--- src/hw/rtl/chtm_pkg.sv ---
// Shared types and codes for the calorimeter hit-time merger.
package chtm_pkg;

    // Operation codes carried in func
    localparam logic [1:0] FUNC_DEPOSIT = 2'd0;
    localparam logic [1:0] FUNC_READ    = 2'd1;
    localparam logic [1:0] FUNC_CLEAR   = 2'd2;

    // Result status codes
    localparam logic [2:0] ST_MERGED   = 3'd0;
    localparam logic [2:0] ST_NEW_HIT  = 3'd1;
    localparam logic [2:0] ST_OVERFLOW = 3'd2;
    localparam logic [2:0] ST_IGNORED  = 3'd3;
    localparam logic [2:0] ST_READ     = 3'd4;
    localparam logic [2:0] ST_CLEARED  = 3'd5;

    localparam int TIME_W   = 20;
    localparam int ENERGY_W = 24;
    localparam int DEN_W    = ENERGY_W + 1;
    localparam int PROD_W   = TIME_W + ENERGY_W;
    localparam int NUM_W    = TIME_W + DEN_W + 1;

    localparam logic [ENERGY_W-1:0] ENERGY_MAX = '1;

    // Register map
    localparam logic REG_MERGE_WINDOW     = 1'b0;
    localparam logic REG_ENERGY_THRESHOLD = 1'b1;
    localparam logic [TIME_W-1:0]   MERGE_WINDOW_RST     = 20'd600;
    localparam logic [ENERGY_W-1:0] ENERGY_THRESHOLD_RST = 24'd30000;

    typedef struct packed {
        logic [TIME_W-1:0]   merge_window;
        logic [ENERGY_W-1:0] energy_threshold;
    } cfg_t;

    typedef struct packed {
        logic [2:0]          status;
        logic [TIME_W-1:0]   read_time;
        logic [ENERGY_W-1:0] read_energy;
        logic                slot_used;
        logic                above_threshold;
        logic [7:0]          hit_count;
    } res_t;

endpackage

--- src/hw/rtl/chtm_apb_regs.sv ---
// APB configuration registers: merge window and energy threshold.
module chtm_apb_regs (
    input  logic          clk,
    input  logic          rst_n,
    input  logic          psel,
    input  logic          penable,
    input  logic          pwrite,
    input  logic [2:0]    paddr,
    input  logic [31:0]   pwdata,
    output logic [31:0]   prdata,
    output logic          pready,
    output chtm_pkg::cfg_t cfg
);
    import chtm_pkg::*;

    logic [TIME_W-1:0]   merge_window_reg;
    logic [ENERGY_W-1:0] energy_threshold_reg;
    logic                wr_en;

    assign pready = 1'b1;
    assign wr_en  = psel && penable && pwrite;

    // register writes
    always_ff @(posedge clk or negedge rst_n)
    begin
        if (!rst_n)
        begin
            merge_window_reg     <= MERGE_WINDOW_RST;
            energy_threshold_reg <= ENERGY_THRESHOLD_RST;
        end
        else if (wr_en)
        begin
            if (paddr[2] == REG_MERGE_WINDOW)
                merge_window_reg <= pwdata[TIME_W-1:0];
            else
                energy_threshold_reg <= pwdata[ENERGY_W-1:0];
        end
    end

    // read back
    always_comb
    begin
        if (paddr[2] == REG_MERGE_WINDOW)
            prdata = 32'(merge_window_reg);
        else
            prdata = 32'(energy_threshold_reg);
    end

    assign cfg.merge_window     = merge_window_reg;
    assign cfg.energy_threshold = energy_threshold_reg;
endmodule

--- config.mk ---
export PLATFORM = sky130hd
export DESIGN_NAME = chtm_apb_regs
export DESIGN_NICKNAME = d
export VERILOG_FILES = /design/src/hw/rtl/chtm_pkg.sv /design/src/hw/rtl/chtm_apb_regs.sv
export SDC_FILE = /design/constraint.sdc
export NUM_CORES = 1
export LEC_CHECK = 0
export BUFFER_PORTS_ARGS = -buffer_cell sky130_fd_sc_hd__buf_2
export CAP_MARGIN = 0
export CORE_ASPECT_RATIO = 0.6
export CORE_MARGIN = 2
export CORE_UTILIZATION = 40
export DETAILED_ROUTE_END_ITERATION = 16
export PLACE_DENSITY = 0.76
export SYNTH_ARGS = -nofsm -noshare
export SYNTH_HDL_FRONTEND = slang
export SYNTH_SLANG_ARGS = --single-unit
--- constraint.sdc ---
create_clock -name clk -period 0.8 [get_ports clk]
set_input_delay 0.08 -clock clk [delete_from_list [all_inputs] [get_ports clk]]
set_output_delay 0.08 -clock clk [all_outputs]
set_load 0.02 [all_outputs]
== Yosys cells after proc, flatten, opt, wreduce, memory -nomap -nowiden ==
Index checks and enable logic that the tools add are counted.

* Bitwise operators: 1
* Reductions and logical operators: 4
* Multiplexer cells: 1

{| class="wikitable"
|+ Operators by type and width
! kind !! number
|-
| $mux 24 || 1
|-
| $reduce_and 2->1 || 2
|-
| $logic_and 1x1->1 || 2
|-
| $not 1->1 || 1
|}

* Output and inout port bits: 77
* Register bits after elaboration: 44

== Depth between registers and ports, before layout ==
* Depth in word-level cells: 3
* Gate-level depth with buffers: 4
* Gate-level depth less buffers: 2

== Worst setup path after synthesis ==
No wires, ideal clock.

* Path kind: input to register
* Start: input paddr[2]
* End: register merge_window_reg[0]
* Required time: 0.675 ns
* Cell stages on the path: 4
* Data arrival time: 0.803 ns
* Library setup time: 0.125 ns
* Path slack: -0.128 ns
* Path through: buf_6 > nand4b_4 > buf_6 > mux2_4

* Cells in the longest elaborated chain, start to end: 2

{| class="wikitable"
|+ Ends and longest elaborated chain
! what !! RTL line !! source
|-
| start: declaration || chtm_apb_regs.sv:8 || <nowiki>input logic [2:0] paddr,</nowiki>
|-
| $not 1->1 (no source line) || -- ||
|-
| $reduce_and 2->1 (no source line) || -- ||
|-
| end signal: assignment || chtm_apb_regs.sv:34 || <nowiki>merge_window_reg <= pwdata[TIME_W-1:0];</nowiki>
|-
| end: declaration || chtm_apb_regs.sv:16 || <nowiki>logic [TIME_W-1:0] merge_window_reg;</nowiki>
|}

No other way between the ends.
A chain may end at the register's enable or synchronous reset.

== Worst setup path after layout ==
* Start: register merge_window_reg[17]
* End: output prdata[17]

* Cells in the longest elaborated chain, start to end: 1

{| class="wikitable"
|+ Ends and longest elaborated chain
! what !! RTL line !! source
|-
| $mux 24 || chtm_apb_regs.sv:43 || <nowiki>if (paddr[2] == REG_MERGE_WINDOW)</nowiki>
|-
| end: declaration || chtm_apb_regs.sv:10 || <nowiki>output logic [31:0] prdata,</nowiki>
|}

No other way between the ends.

==> results.md <==
Outcome
- finished, violations left — outcome
- negative setup slack — violations in the final reports

STA
- 0.0123 ns — post-route worst hold slack
- -24.50 ns — Setup TNS
- yes — setup repair after global routing missed its margin
- 0 — number of hold violations in the final report
- 104 — number of setup violations in the final report
- 156% — crit share post-route
- 0 — Slew Viols, Final
- 804 MHz — maximum frequency from static timing analysis
- -0.444 ns — final worst setup slack
- 1.24 ns — final period demand of the worst path
- 0 ns — Worst Skew

Logic synthesis
- 0 — synth warn
- 44 — flip-flop and latch count after synthesis
- dfrtp_1 — most common flop cell mapped by yosys
- 52.3% — share of the yosys chip area belonging to registers
- 132 — gate count after technology mapping
- 11 — library cells used by synthesis
- 38.7% — share of Yosys cell area claimed by the top area cell type
- 100% — async set-reset flop share out of synthesis
- 0 — Post-synth EDFFs
- mux2_2 — most common cell in the netlist
- 16.2 µm² — Mean Syn Cell Area
- dfrtp_1 (39%), mux2_2 (22%), mux2_4 (16%) — most area-consuming cells after synthesis
- dfrtp_1 — library cell with the largest summed area after synthesis
- 2130 µm² — combined area of all synthesized cells
- mux2_2 (41), dfrtp_1 (33), mux2_4 (23) — most numerous cell types in the synthesized netlist

Detailed routing
- 42 — count of routing violations after the opening detailed-route iteration
- 0 — DRC violations left
- 7.26 mm — total wire length
- 0 — number of nets with antenna violations after routing
- 4.83 — Via density
- 20.6 µm — routed length per placed instance
- 4 — number of iterations in the first detailed-routing pass
- 1706 — total via count in the routed design

Clock network
- 44 — TritonCTS sink count
- clkbuf_8 — Clock Root Buffer
- 0.09 ns — CTS clock-pin slew for the worst setup and hold paths
- 5 — number of CTS-inserted buffers
- 0.30 ns — clock insertion delay at the later pin of the skew report
- 2 — Max H-tree Level
- done — CTS tree
- 2 — number of buffers between clock root and the deepest sink

Floorplan
- 20 — Cell Rows
- 5100 µm² — area of the core region
- 117 — I/O pin count
- 5950 µm² — DIE AREA
- 41.8% — effective utilization at floorplan
- 98.3 µm — Die W
- 60.6 µm — y dimension of the die

Global routing
- 0 — Overflow after GRT
- 9.56 mm — first-pass GRT wire length
- 21.2% — GRT Util Overall
- 0 — number of antenna violations at the first check in global routing
- 45 — pin count of the biggest net entering global routing
- 1739 — vias in the first global route

Power
- 3.57 mW — sw power
- 31.1% — sequential power share
- 2.06 nW — leakage power
- 7.04 mW — internal power
- 33.6% — switching power as a share of total power
- 10.6 mW — power after layout
- 14.2% — Clock power frac
- 2680 nW/µm² — power density cells
- 1300 µV — IR Drop Worst-Case VDD
- 54.7% — portion of total power attributed to combinational logic

Placement
- 293 — Placed Cells incl. Taps
- 97 — port bufs
- -0.269 ns — worst setup slack after placement
- 0.755 — final weighted congestion in routability-driven placement
- 2760 µm² — total placed instance area
- 3.35 mm — dpl hpwl

Finish
- 24 — max reg flops
- 85.7% — area growth from synthesis to final layout
- 77.6% — final standard cell utilization of the core
- 353 — non-filler cells in the finished layout
- 87.8% — share of layout cells above drive strength 1
- 3960 µm² — final non-filler cell area
- 326 — final-stage net count
- 0 — count of inserted antenna diode cells

Setup path
- 0.72 ns — required time of the critical path
- 1.16 ns — data arrival time of the critical path
- 3 — CP max FO
- output port — Worst setup EP type
- reg -> out — class of the most critical setup path
- flip-flop — critical path launch point type

Worst hold path
- in -> reg — Hold/Removal Path Class

Run
- 0 — maximum capacitance violations

[critical path, cell delays in order, from the launching register on]
cell and delay (ns):
dfrtp_2 0.44, mux2_4 0.28, buf_6 0.13
[power groups by stage]
stage / sequential [mW] / combinational, mW / clock, mW
2_1_floorplan: 3.81 / 1.45 / 0
3_3_place_gp: 3.22 / 3.03 / 0
3_5_place_dp: 3.25 / 3.07 / 0
4_1_cts: 3.23 / 4.87 / 1.51
5_1_grt: 3.34 / 6.04 / 1.61
6_report: 3.30 / 5.80 / 1.51
[cells in the final DEF (no fill, tap or decap), types with 4 or more instances in the layout]
cell and count:
clkbuf_8 6, dfrtp_2 10, conb_1 9, mux2_4 57, dfrtp_1 23, buf_6 118, dfstp_2 11, mux2_2 7
and2_4 4, buf_12 5, buf_2 29
[layer usage]
layer	global-route usage, %	vias up	part of all wire (%)
met4	5.28	0	2.2
li1	-	752	-
met2	39.1	77	53
met3	2.76	13	5.1
met5	0	-	0
met1	27.5	864	40
[logic make-up (layout without fill, tap and decap cells)]
group | after synthesis | in the layout | share of synthesized area, %
buffers and inverters | 16 | 164 | 6.28
flip-flops | 44 | 44 | 52.3
multiplexers | 64 | 64 | 37.8
other | 2 | 9 | 0.352
AND/OR/NAND/NOR | 6 | 6 | 3.28
[worst paths after layout]
check / start / endpoint / slack [ns] / cells past startpoint
min in group asynchronous: rst_n / energy_threshold_reg[21] / 0.28 / 3
min reg2reg: energy_threshold_reg[15] / energy_threshold_reg[15] / 0.56 / 1
max reg2reg: merge_window_reg[12] / merge_window_reg[12] / -0.21 / 3
max in group asynchronous: rst_n / merge_window_reg[6] / 0.25 / 3
max: merge_window_reg[17] / prdata[17] / -0.44 / 2
min: pwdata[20] / energy_threshold_reg[20] / 0.01 / 2
[area by class of cell]
type,count,area [µm²]
clock buffer,7,86.3
fill,294,1140
multi-input combinational,79,1050
sequential,44,1130
tap,66,82.6
timing repair buffer,156,1610
clock inverter,1,7.51
[what timing repair did]
action	in CTS	in global routing
endpoints found under the setup margin	71	100
endpoints found under the hold margin	44	0
hold buffers	2	0
pin swaps	1	3
buffers inserted	27	37
gates resized for setup	166	62
Note: power is estimated with default switching activity, not from simulation.
