File: config.mk
export PLATFORM = sky130hd
export DESIGN_NAME = chtm_divider
export DESIGN_NICKNAME = d
export VERILOG_FILES = /design/src/hw/rtl/chtm_pkg.sv /design/src/hw/rtl/chtm_divider.sv
export SDC_FILE = /design/constraint.sdc
export NUM_CORES = 1
export LEC_CHECK = 0
export BUFFER_PORTS_ARGS = -buffer_cell sky130_fd_sc_hd__buf_2
export CORE_MARGIN = 3
export CORE_UTILIZATION = 50
export DETAILED_ROUTE_END_ITERATION = 10
export PLACE_DENSITY = 0.77
export SLEW_MARGIN = 20
export SYNTH_ARGS = -nofsm -noshare
export SYNTH_HDL_FRONTEND = slang
export SYNTH_SLANG_ARGS = --single-unit
File: constraint.sdc
create_clock -name clk -period 2.8 [get_ports clk]
set_input_delay 0.42 -clock clk [delete_from_list [all_inputs] [get_ports clk]]
set_output_delay 0.42 -clock clk [all_outputs]
set_load 0.02 [all_outputs]
File: src/hw/rtl/chtm_pkg.sv
// Shared types and codes for the calorimeter hit-time merger.
package chtm_pkg;

    // Operation codes carried in func
    localparam logic [1:0] FUNC_DEPOSIT = 2'd0;
    localparam logic [1:0] FUNC_READ    = 2'd1;
    localparam logic [1:0] FUNC_CLEAR   = 2'd2;

    // Result status codes
    localparam logic [2:0] ST_MERGED   = 3'd0;
    localparam logic [2:0] ST_NEW_HIT  = 3'd1;
    localparam logic [2:0] ST_OVERFLOW = 3'd2;
    localparam logic [2:0] ST_IGNORED  = 3'd3;
    localparam logic [2:0] ST_READ     = 3'd4;
    localparam logic [2:0] ST_CLEARED  = 3'd5;

    localparam int TIME_W   = 20;
    localparam int ENERGY_W = 24;
    localparam int DEN_W    = ENERGY_W + 1;
    localparam int PROD_W   = TIME_W + ENERGY_W;
    localparam int NUM_W    = TIME_W + DEN_W + 1;

    localparam logic [ENERGY_W-1:0] ENERGY_MAX = '1;

    // Register map
    localparam logic REG_MERGE_WINDOW     = 1'b0;
    localparam logic REG_ENERGY_THRESHOLD = 1'b1;
    localparam logic [TIME_W-1:0]   MERGE_WINDOW_RST     = 20'd600;
    localparam logic [ENERGY_W-1:0] ENERGY_THRESHOLD_RST = 24'd30000;

    typedef struct packed {
        logic [TIME_W-1:0]   merge_window;
        logic [ENERGY_W-1:0] energy_threshold;
    } cfg_t;

    typedef struct packed {
        logic [2:0]          status;
        logic [TIME_W-1:0]   read_time;
        logic [ENERGY_W-1:0] read_energy;
        logic                slot_used;
        logic                above_threshold;
        logic [7:0]          hit_count;
    } res_t;

endpackage

File: src/hw/rtl/chtm_divider.sv
// Restoring divider, one quotient bit per cycle, for the weighted-mean time.
module chtm_divider (
    input  logic                          clk,
    input  logic                          rst_n,
    input  logic                          start,
    input  logic [chtm_pkg::NUM_W-1:0]    num,
    input  logic [chtm_pkg::DEN_W-1:0]    den,
    output logic                          done,
    output logic [chtm_pkg::TIME_W-1:0]   quotient
);
    import chtm_pkg::*;

    localparam int CNT_W = $clog2(TIME_W + 1);

    logic [DEN_W-1:0]  rem_reg, rem_next;
    logic [TIME_W-1:0] q_reg, q_next;
    logic [DEN_W-1:0]  den_reg;
    logic [CNT_W-1:0]  cnt_reg, cnt_next;
    logic              busy_reg, busy_next;
    logic              done_reg, done_next;
    logic [DEN_W:0]    trial;
    logic              take;

    // one restoring step: shift in the next dividend bit, subtract if it fits
    assign trial = {rem_reg, q_reg[TIME_W-1]};
    assign take  = trial >= {1'b0, den_reg};

    always_comb
    begin
        rem_next  = rem_reg;
        q_next    = q_reg;
        cnt_next  = cnt_reg;
        busy_next = busy_reg;
        done_next = 1'b0;
        if (start)
        begin
            // quotient fits TIME_W bits, so the upper part is below the divisor
            rem_next  = num[TIME_W+DEN_W-1:TIME_W];
            q_next    = num[TIME_W-1:0];
            cnt_next  = CNT_W'(TIME_W);
            busy_next = 1'b1;
        end
        else if (busy_reg)
        begin
            rem_next = take ? DEN_W'(trial - {1'b0, den_reg}) : trial[DEN_W-1:0];
            q_next   = {q_reg[TIME_W-2:0], take};
            cnt_next = cnt_reg - 1'b1;
            if (cnt_reg == CNT_W'(1))
            begin
                busy_next = 1'b0;
                done_next = 1'b1;
            end
        end
    end

    always_ff @(posedge clk or negedge rst_n)
    begin
        if (!rst_n)
        begin
            busy_reg <= 1'b0;
            done_reg <= 1'b0;
            cnt_reg  <= '0;
        end
        else
        begin
            busy_reg <= busy_next;
            done_reg <= done_next;
            cnt_reg  <= cnt_next;
        end
    end

    always_ff @(posedge clk)
    begin
        rem_reg <= rem_next;
        q_reg   <= q_next;
        if (start)
            den_reg <= den;
    end

    assign done     = done_reg;
    assign quotient = q_reg;
endmodule

; After elaboration in Yosys (flattened, before gate mapping)
; Index checks and enable logic that the tools add are counted.
[totals]
reg_bits = 77
in_bits = 74
output_inout_bits = 21
elab_cells = 24
[classes]
addsub = 2
n_lt_le_gt_ge = 1
eq_ne = 1
n_mux = 13
n_reduce_logical = 1
[op_table]
columns = cell, n
row1 = 25-bit two-way mux, 3
row2 = 20-bit two-way mux, 2
row3 = 26-bit by 25-bit greater-or-equal comparator with 1-bit output, 1
row4 = 25-bit subtractor, 1
row5 = 5-bit two-way mux, 2
row6 = 1-bit two-way mux, 6
row7 = 5-bit by 1-bit equality test with 1-bit output (second input constant), 1
row8 = 5-bit by 1-bit subtractor with 5-bit output (second input constant), 1
row9 = 2-bit nonzero test, 1

; Logic depth before layout (Yosys ltp)
; Gate-level depths: netlist (run 1).
[logic_depth]
ltp_word = 4
depth_mapped = 14
depth_no_buf = 12

; Worst setup path after synthesis (run 1)
; OpenSTA, ideal clock, no wires.
[synth_timing]
path_kind = register to register
startpoint = register q_reg[19] (netlist: quotient[19])
endpoint = register rem_reg[24], data pin
setup_ns = 0.265
arrival_ns = 2.769
t_required_ns = 2.535
slack_ns = -0.234
stages_incl_launch_ff = 14
path_buffers = 1
synth_period_minus_slack_ns = 3.034
cell_sequence = edfxtp_1 inv_1 ha_1 inv_1 fa_1 a21oi_1 o211ai_1 nand4_1 nand2_1 a311o_2 and2_4 buf_12 or3_1 nor4bb_1
[synth_via]
elab_chain_len = 4
elab_cells_between_ends = 5
cone_classes = add/sub (1) / order compare (1) / mux (3)
[synth_lines]
columns = item, line
row1 = from (decl), chtm_divider.sv:16  ; logic [TIME_W-1:0] q_reg, q_next;
row2 = from (signal assigned), chtm_divider.sv:75  ; q_reg <= q_next;
row3 = 25-bit subtractor or 26-bit by 25-bit greater-or-equal comparator with 1-bit output (tied branches), "chtm_divider.sv:45, chtm_divider.sv:26"
row4 = 25-bit two-way mux (*), chtm_divider.sv:45  ; rem_next = take ? DEN_W'(trial - {1'b0, den_reg}) : trial[DEN_W-1:0];
row5 = 25-bit two-way mux (*), chtm_divider.sv:43  ; else if (busy_reg)
row6 = 25-bit two-way mux (*), chtm_divider.sv:35  ; if (start)
row7 = via rem_next[24], chtm_divider.sv:15  ; logic [DEN_W-1:0] rem_reg, rem_next;
row8 = to (signal assigned), chtm_divider.sv:74  ; rem_reg <= rem_next;
row9 = to (decl), chtm_divider.sv:15
; The timed path passes the listed nets; every way through them passes the cells marked *. The select of a mux whose other input is x is not followed.
; A chain may end at the register's enable or synchronous reset.

; Worst setup path after layout (run 1)
; Ends and elaborated chain as after synthesis.

==> flow_summary.toml, run 1 <==
[critical_path]
worst_path_largest_cell_delay_ns = 0.40
endpoint_kind = "flip-flop"
crit_chain = "inv_2, ha_4, inv_2, fa_2, a21oi_2, o211ai_1, nand4_1, nand2_1, a311o_2, and2_4, buf_12, nor4bb_4, nor4bb_1"
cpMostUsedCell = "inv_2"
path_buf_inv = 3
reg2reg_depth = 13
reg2reg_slack_ns = -0.07
worstPathArrival_ns = 3.02
critical_path.top_delay_family = "simple AND/OR/NAND/NOR gates"
worstSetupPathType = "reg -> reg"
r2r_end = "rem_reg[24]"
required_ns = 2.96
setup.worst_path.start_class = "flip-flop"
crit_fanout = 7
reg2reg_from = "quotient[19]"
cpMaxStageDelayCell = "edfxtp_1"

[power]
power.density_nw_per_um2 = 1070
vdd_drop_max_uv = 486
p_leak_nw = 2.65

[layout]
instances_no_fill = 678
nets = 667
areaGrowthSynthToFinish_pct = 28.6
utilization_pct = 67.4
drive_above_1_share_pct = 38.1
antenna_cells = 0
fillCellCount = 666

[run_status]
violations = "negative setup slack"
status = "finished, violations left"

[global_route]
grt_pass1_vias = 3837
grt_max_degree = 33
grtUsageTotal_pct = 21.5
antenna_found_initial = 0
grt_pass1_wl_um = 17800
gr-total-overflow = 0

[timing]
fmax_ghz = 0.349
setup_tns_ns = -0.415
skew_ns = 0.0141
period_needed_ns = 2.87
maxSlewHeadroom_pct = 71.4
hold_viol_final = 0
worst_pin_slew_ns = 0.429
fin_ws_ns = -0.0665
period_share_pct = 102
finalSetupViolCount = 15
drv_slew = 0
rsz0062_at_grt = "true"

[routing]
drt_iter0_markers = 195
wirelength_um = 11200
drt_pre_antenna_iters = 4
wire_per_inst_um = 16.6
ant_nets = 0
vias_per_cell = 5.58
drc = 0
num_vias = 3780

[synth]
ys.flop_type = "edfxtp_1"
syn_area_um2 = 4660
synth_area_leader_cell = "edfxtp_1"
ys_ff_latch = 77
synth-edff-count = 70
syn_nets = 525
postSynthCellCount = 423
syn_avg_cell_area_um2 = 11.0
seq_area_frac_synth_pct = 48.8
ys_warn_count = 0
synth.distinct_cells = 61
synthArstFlopShare_pct = 9.09
synth_top_area_share_pct = 45.1
synth_area_leaders = "edfxtp_1 45%, ha_1 7.2%, mux2_2 5.1%, a21oi_1 3.9%, dfrtp_1 3.8%"

[floorplan]
die_area_um2 = 10500
initial_core_util_pct = 52.4
rows = 34
core_region_area_um2 = 8890
chipWidth_um = 103
die-height_um = 103
ioPinCount = 95

[clock_tree]
htree_levels = 3
clk_latency_ns = 0.36
cts.sink_count = 77
cts_buffers = 9
clk_pin_slew_worst_paths_ns = 0.09
clock_path_buffers = 2
root_buffer = "clkbuf_8"
cts_tree = "done"

[hold_path]
min_from = "den[17]"
hold_end = "den_reg[17]"
hp-class = "in -> reg"
hold_depth = 1

[placement]
io_buffers = 93
dp_hpwl_um = 7800
pre_cts_slack_ns = -0.235
gp_congestion = 0.907
placed_cells = 649

[run]
maxCapViolations = 0
-- logic make-up after synthesis --
family / share of synthesized area, %
buf+inv: 5.88
flops: 48.8
compound gates: 13.8
simple gates: 11.4
mux: 8.08
fa+ha+maj: 7.68
xor+xnor: 4.32
-- synthesized netlist by cell type (5+ instances only) --
cell type  count
nand2_1       25
xnor2_1       16
dfrtp_1        7
nor3_1         8
nor3b_1        5
ha_1          27
clkbuf_1       6
edfxtp_1      70
xor2_1         7
mux2_2        21
nor2_1        26
a21o_1         6
a21oi_1       36
inv_1         40
nand3_1       10
mux2i_1       14
o21ai_0       14
nand4_1        5
-- area by class of cell --
class                           instances  area (µm²)  area share, %
Clock buffer                           10         128           2.13
Clock inverter                          6        88.8           1.48
Inverter                               41         154           2.57
Multi-Input combinational cell        290        2300           38.4
Sequential cell                        77        2280           38.0
Tap cell                              108         135           2.25
Timing Repair Buffer                  146         911           15.2
-- placed cells by master, fill, tap and decap left out, types with 8 or more instances in the layout --
master and n:
nand3_1 10, xnor2_1 16, o21ai_0 13, clkbuf_8 9
edfxtp_1 70, nor2_1 26, mux2i_1 13, mux2_2 19
a21oi_1 33, buf_4 47, inv_1 38, nor3_1 8
ha_1 21, buf_2 93, nand2_1 25
-- worst reg2reg max path, cell delays in order, from the launching register on --
cell and delay (ns):
edfxtp_1 0.40, inv_2 0.10, ha_4 0.13, inv_2 0.04, fa_2 0.36, a21oi_2 0.15, o211ai_1 0.14, nand4_1 0.12
nand2_1 0.09, a311o_2 0.38, and2_4 0.18, buf_12 0.14, nor4bb_4 0.15, nor4bb_1 0.30
-- routing by layer --
layer	vias to the layer above	part of all wire, %	wire length, µm	global-route usage (%)
met4	0	1.5	163	6.46
met2	132	47	5250	35.4
met3	19	7.2	813	6.77
met1	1777	45	5000	27.3
li1	1852	-	-	-
met5	-	0	0	0
-- stage by stage --
step / hold WS (ns) / cell area, µm² / power [mW]
CTS: 0.220 / 5860 / 6.09
global route: 0.220 / 5990 / 6.79
detailed placement: 0.261 / 5480 / 4.86
global placement: 0.256 / 5480 / 4.76
floorplan: 0.124 / 4670 / 4.05
finish: 0.229 / 5990 / 6.40
-- power by group --
| group | internal [mW] | switching [mW] |
|---|---|---|
| Combinational | 1.84 | 1.84 |
| Clock | 0.503 | 0.433 |
| Sequential | 1.60 | 0.174 |
-- worst max-delay path by stage --
stage	slack, ns	endpoint	startpoint	cells after the start
6_report	-0.07	rem_reg[24]	quotient[19]	13
5_1_grt	-0.16	rem_reg[24]	quotient[19]	13
4_1_cts	-0.03	rem_reg[24]	quotient[19]	12
3_5_place_dp	-0.24	rem_reg[24]	rem_reg[18]	8
3_3_place_gp	-0.17	rem_reg[24]	rem_reg[18]	8
2_1_floorplan	-0.05	rem_reg[24]	quotient[19]	13
-- repair_timing --
| action | CTS | global route |
|---|---|---|
| setup endpoints to repair | 26 | 25 |
| gates resized for setup | 14 | 18 |
| gates cloned | 1 | 1 |
| hold buffers | 1 | 0 |
| pin swaps | 1 | 8 |
| endpoints found under the hold margin | 7 | 0 |
| setup buffers | 6 | 4 |
(Power assumes the default switching activity.)
==> run 2, diff against run 1 <==
Settings changed: PLACE_DENSITY 0.77 to 0.78.
==> run 2 against run 1 <==
Die area is the same. Via count rose by 1.2%. Count of clock-buffer cells in the layout did not move. Register-to-register slack is essentially flat. Global-route usage up 0.96 points. Critical path type unchanged. Combinational power down 1%. Flip-flop and latch count stayed put. Core utilization decreased by 0.070 points. The flow still finishes with violations (negative setup slack). Largest power group unchanged. Clock power shrank 9.2%.
==> flow_summary.toml, run 2 (synthesis gave the netlist of run 1 again) <==
[run_status]
status = "finished, violations left"
violations = "negative setup slack"

[power]
p_leak_nw = 2.63
vdd_drop_max_uv = 546
finalPower_mw = 6.29
power.density_nw_per_um2 = 1050

[floorplan]
chipWidth_um = 103
core_region_area_um2 = 8890
rows = 34
initial_core_util_pct = 52.4
ioPinCount = 95
die_area_um2 = 10500
die-height_um = 103

[global_route]
grtUsageMet2_pct = 36.7
busiest_layer = "met2"
grt_pass1_wl_um = 18400
grt_pass1_vias = 3954
globalRouteMet3Util_pct = 8.93
antenna_found_initial = 0
gr-usage-met1_pct = 27.4
gr-total-overflow = 0
grtUsageTotal_pct = 22.5
grt_max_degree = 45

[timing]
finalSetupViolCount = 13
skew_ns = 0.0163
maxSlewHeadroom_pct = 64.2
period_needed_ns = 2.86
worst_pin_slew_ns = 0.536
setup_tns_ns = -0.259
hold_viol_final = 0
fmax_ghz = 0.350
hold_slack_ns = 0.213
rsz0062_at_grt = "true"
fin_ws_ns = -0.0566
period_share_pct = 102
drv_slew = 0

[layout]
most-common-layout-cells = "93 x buf_2, 70 x edfxtp_1, 50 x buf_4"
antenna_cells = 0
areaGrowthSynthToFinish_pct = 28.4
instances_no_fill = 681
final_area_um2 = 5990
fillCellCount = 672
layout_commonest_cell = "buf_2"
drive_above_1_share_pct = 38.2
nets = 670
utilization_pct = 67.3

[clock_tree]
clock_path_buffers = 2
clk_pin_slew_worst_paths_ns = 0.09
htree_levels = 3
cts_buffers = 9
cts_tree = "done"
cts.sink_count = 77
root_buffer = "clkbuf_8"
clk_latency_ns = 0.38

[critical_path]
endpoint_kind = "flip-flop"
worstSetupPathType = "reg -> reg"
cpMaxStageDelayCell = "edfxtp_1"
worst_path_largest_cell_delay_ns = 0.43
setup.worst_path.start_class = "flip-flop"
crit_chain = "inv_2, ha_4, inv_2, fa_2, a21oi_2, o211ai_1, nand4_1, nand2_1, a311o_2, and2_4, or3_1, nor4bb_1"
cpMostUsedCell = "inv_2"
crit_fanout = 7
required_ns = 2.93
worstPathArrival_ns = 2.98

[placement]
pre_cts_slack_ns = -0.200
dp_hpwl_um = 7970
placed_cells = 654
gp_congestion = 0.922
placed_cell_area_um2 = 5530
io_buffers = 93

[routing]
drc = 0
wire_per_inst_um = 16.8
drt_pre_antenna_iters = 5
num_vias = 3826
wirelength_um = 11400
drt_iter0_markers = 176
ant_nets = 0
vias_per_cell = 5.62

[hold_path]
hp-class = "in -> reg"

[run]
maxCapViolations = 0
==> run 2: cell types whose count changed in the layout (fill, tap and decap cells not counted), sizes merged <==
cell,previous run,this run
and2,4,3
buf,145,149
bufinv,2,1
inv,41,42
==> run 2: layer usage <==
layer  wire (µm)  share of wire (%)  up-vias
li1            -                  -     1852
met1        4760                 42     1817
met2        5470                 48      138
met3         962                8.4       19
met4         215                1.9        0
met5           0                  0        -
==> run 2: worst max-delay path, delay by kind of cell, from the launching register on <==
family | cells | cell delay (ns)
simple gates | 5 | 0.87
compound gates | 3 | 0.68
fa+ha+maj | 2 | 0.48
buf+inv | 2 | 0.15
flops | 1 | 0.43
==> run 2: worst paths after layout <==
path | cells past startpoint | slack (ns) | from | to
min in group asynchronous | 2 | 0.40 | rst_n | cnt_reg[0]
max | 12 | -0.06 | quotient[19] | rem_reg[24]
min | 1 | 0.21 | den[2] | den_reg[2]
max in group asynchronous | 2 | 2.24 | rst_n | done
max reg2reg | 12 | -0.06 | quotient[19] | rem_reg[24]
min reg2reg | 1 | 0.58 | quotient[10] | quotient[11]
==> run 2: final cells by class <==
type / instances / area, µm² / share of cell area (%)
timing repair buffer: 150 / 936 / 15.6
sequential: 77 / 2280 / 38.0
inverter: 41 / 154 / 2.57
tap: 108 / 135 / 2.26
clock buffer: 10 / 128 / 2.13
clock inverter: 6 / 62.6 / 1.04
multi-input combinational: 289 / 2290 / 38.3
==> run 2: what timing repair did <==
item,CTS,global route
hold buffers,1,0
setup endpoints to repair,26,26
resized for setup,15,17
hold endpoints to repair,7,0
gates cloned,1,0
setup buffers,6,3
pin swaps,13,6
==> run 2: power breakdown <==
group	total [mW]	switching [mW]	internal [mW]	leakage, nW
clock network	0.850	0.440	0.411	0.0920
registers	1.80	0.191	1.61	0.799
logic	3.64	1.81	1.84	1.74
total	6.29	2.44	3.86	2.63
==> run 3, diff against run 2 <==
Settings changed: PLACE_DENSITY 0.78 to 0.76, REMOVE_ABC_BUFFERS set to 1.
==> run 3 against run 2 <==
The flow still finishes with violations (negative setup slack). Clock power is 0.9% lower. Non-clock buffer count is 1 higher. Flip-flop and latch count stayed put. Routed wire length is 6.6% lower. Critical path depth is 1 lower. Hold slack better by 0.0067 ns. Via count is 3.0% lower. Combinational power hardly changed. Count of clock-buffer cells in the layout is 3 higher. Largest power group unchanged. Final cell count is 0.15% higher. Critical endpoint is now rem_reg[14]. Die area stayed put.
==> flow_summary.toml, run 3 (synthesis gave the netlist of run 1 again) <==
[placement]
io_buffers = 93
gp_congestion = 0.903
dp_hpwl_um = 7540
pre_cts_slack_ns = -0.187
placed_cells = 653
placed_cell_area_um2 = 5530

[routing]
num_vias = 3713
ant_nets = 0
wl_met3_um = 689
top_layer = "met4"
met2_length_um = 5100
vias_per_cell = 5.44
drt_pre_antenna_iters = 4
drc = 0
drt_iter0_markers = 176
wire_per_inst_um = 15.6
wirelength_um = 10700
drt-met1-wl_um = 4780

[global_route]
antenna_found_initial = 0
gr-total-overflow = 0
grt_max_degree = 36
grt_pass1_vias = 3707
grtUsageTotal_pct = 20.8
grt_pass1_wl_um = 17100

[timing]
rsz0062_at_grt = "true"
fin_ws_ns = -0.107
worst_pin_slew_ns = 0.467
drv_slew = 0
period_share_pct = 104
skew_ns = 0.0227
fmax_ghz = 0.344
hold_slack_ns = 0.220
maxSlewHeadroom_pct = 68.6
hold_viol_final = 0
period_needed_ns = 2.91
finalSetupViolCount = 19

[hold_path]
min_from = "den[7]"
hp-class = "in -> reg"
hold_depth = 1
hold_end = "den_reg[7]"

[critical_path]
reg2reg_slack_ns = -0.11
endpoint_kind = "flip-flop"
r2r_end = "rem_reg[14]"
crit_fanout = 7
setup.worst_path.start_class = "flip-flop"
reg2reg_from = "rem_reg[4]"
worstSetupPathType = "reg -> reg"
reg2reg_depth = 11
worstPathArrival_ns = 3.02
required_ns = 2.91

[floorplan]
die-height_um = 103
core_region_area_um2 = 8890
initial_core_util_pct = 52.4
chipWidth_um = 103
rows = 34
ioPinCount = 95
die_area_um2 = 10500

[layout]
utilization_pct = 66.9
drive_above_1_share_pct = 38.0
areaGrowthSynthToFinish_pct = 27.6
antenna_cells = 0
final_area_um2 = 5950
layout_commonest_cell = "buf_2"
instances_no_fill = 682
fillCellCount = 704
most-common-layout-cells = "93 x buf_2, 70 x edfxtp_1, 52 x buf_4"
nets = 671

[power]
vdd_drop_max_uv = 541
p_leak_nw = 2.64
power.density_nw_per_um2 = 1050

[clock_tree]
htree_levels = 3
root_buffer = "clkbuf_8"
clock_path_buffers = 2
clk_latency_ns = 0.37
cts_buffers = 9
cts.sink_count = 77
cts_tree = "done"
clk_pin_slew_worst_paths_ns = 0.09

[run]
maxCapViolations = 0

[run_status]
violations = "negative setup slack"
status = "finished, violations left"
[run 3: changes by cell type in the layout (fill, tap and decap cells not counted), moves of 2 or more]
cell,change
buf_4,+2
clkbuf_1,+3
o21ai_2,+3
clkinv_1,-2
ha_4,-5
o21ai_1,-2
ha_1,+4
buf_6,-2
[run 3: area by class of cell]
class / instances / area [µm²] / area share, %
inverter: 41 / 154 / 2.59
tap: 108 / 135 / 2.27
timing repair buffer: 151 / 948 / 15.9
clock buffer: 13 / 139 / 2.33
multi-input combinational: 289 / 2250 / 37.8
sequential: 77 / 2280 / 38.3
clock inverter: 3 / 47.5 / 0.799
[run 3: routing by layer]
layer	up-vias	track usage [%]
met1	1750	27.6
met2	105	33.0
li1	1852	-
met4	0	5.25
met3	6	7.04
met5	-	0
[run 3: timing repair]
item	in CTS	in global routing
endpoints found under the setup margin	23	26
resized for setup	12	23
pin swaps	4	16
gates cloned	1	0
hold endpoints to repair	7	0
buffers inserted	6	6
hold buffers	1	0
[run 3: how the worst max path moves through the flow]
stage / startpoint / to / slack [ns] / cells after the start
finish: rem_reg[4] / rem_reg[14] / -0.11 / 11
global route: rem_reg[23] / rem_reg[10] / -0.20 / 11
CTS: quotient[19] / rem_reg[24] / -0.08 / 12
detailed placement: quotient[19] / rem_reg[24] / -0.19 / 12
global placement: rem_reg[18] / rem_reg[24] / -0.13 / 8
floorplan: quotient[19] / rem_reg[24] / -0.22 / 12
[run 3: report_power, final]
| group | switching, mW | internal [mW] |
|---|---|---|
| sequential | 0.169 | 1.60 |
| combinational | 1.81 | 1.83 |
| clock | 0.423 | 0.419 |
[run 3: critical path, cell delays in order (launching register included)]
cell	delay [ns]
edfxtp_1	0.45
ha_4	0.32
nand4_1	0.10
or4_1	0.54
o31a_1	0.30
nand2_1	0.07
a311o_2	0.14
buf_4	0.12
and2_4	0.19
buf_6	0.12
nor3b_2	0.03
a221o_1	0.28
[run 3: metrics by stage]
| stage | total power [mW] | setup TNS [ns] |
|---|---|---|
| floorplan | 3.86 | -1.12 |
| global placement | 4.90 | -1.89 |
| detailed placement | 4.99 | -2.42 |
| CTS | 6.04 | -0.251 |
| global route | 6.71 | -3.63 |
| finish | 6.26 | -0.910 |
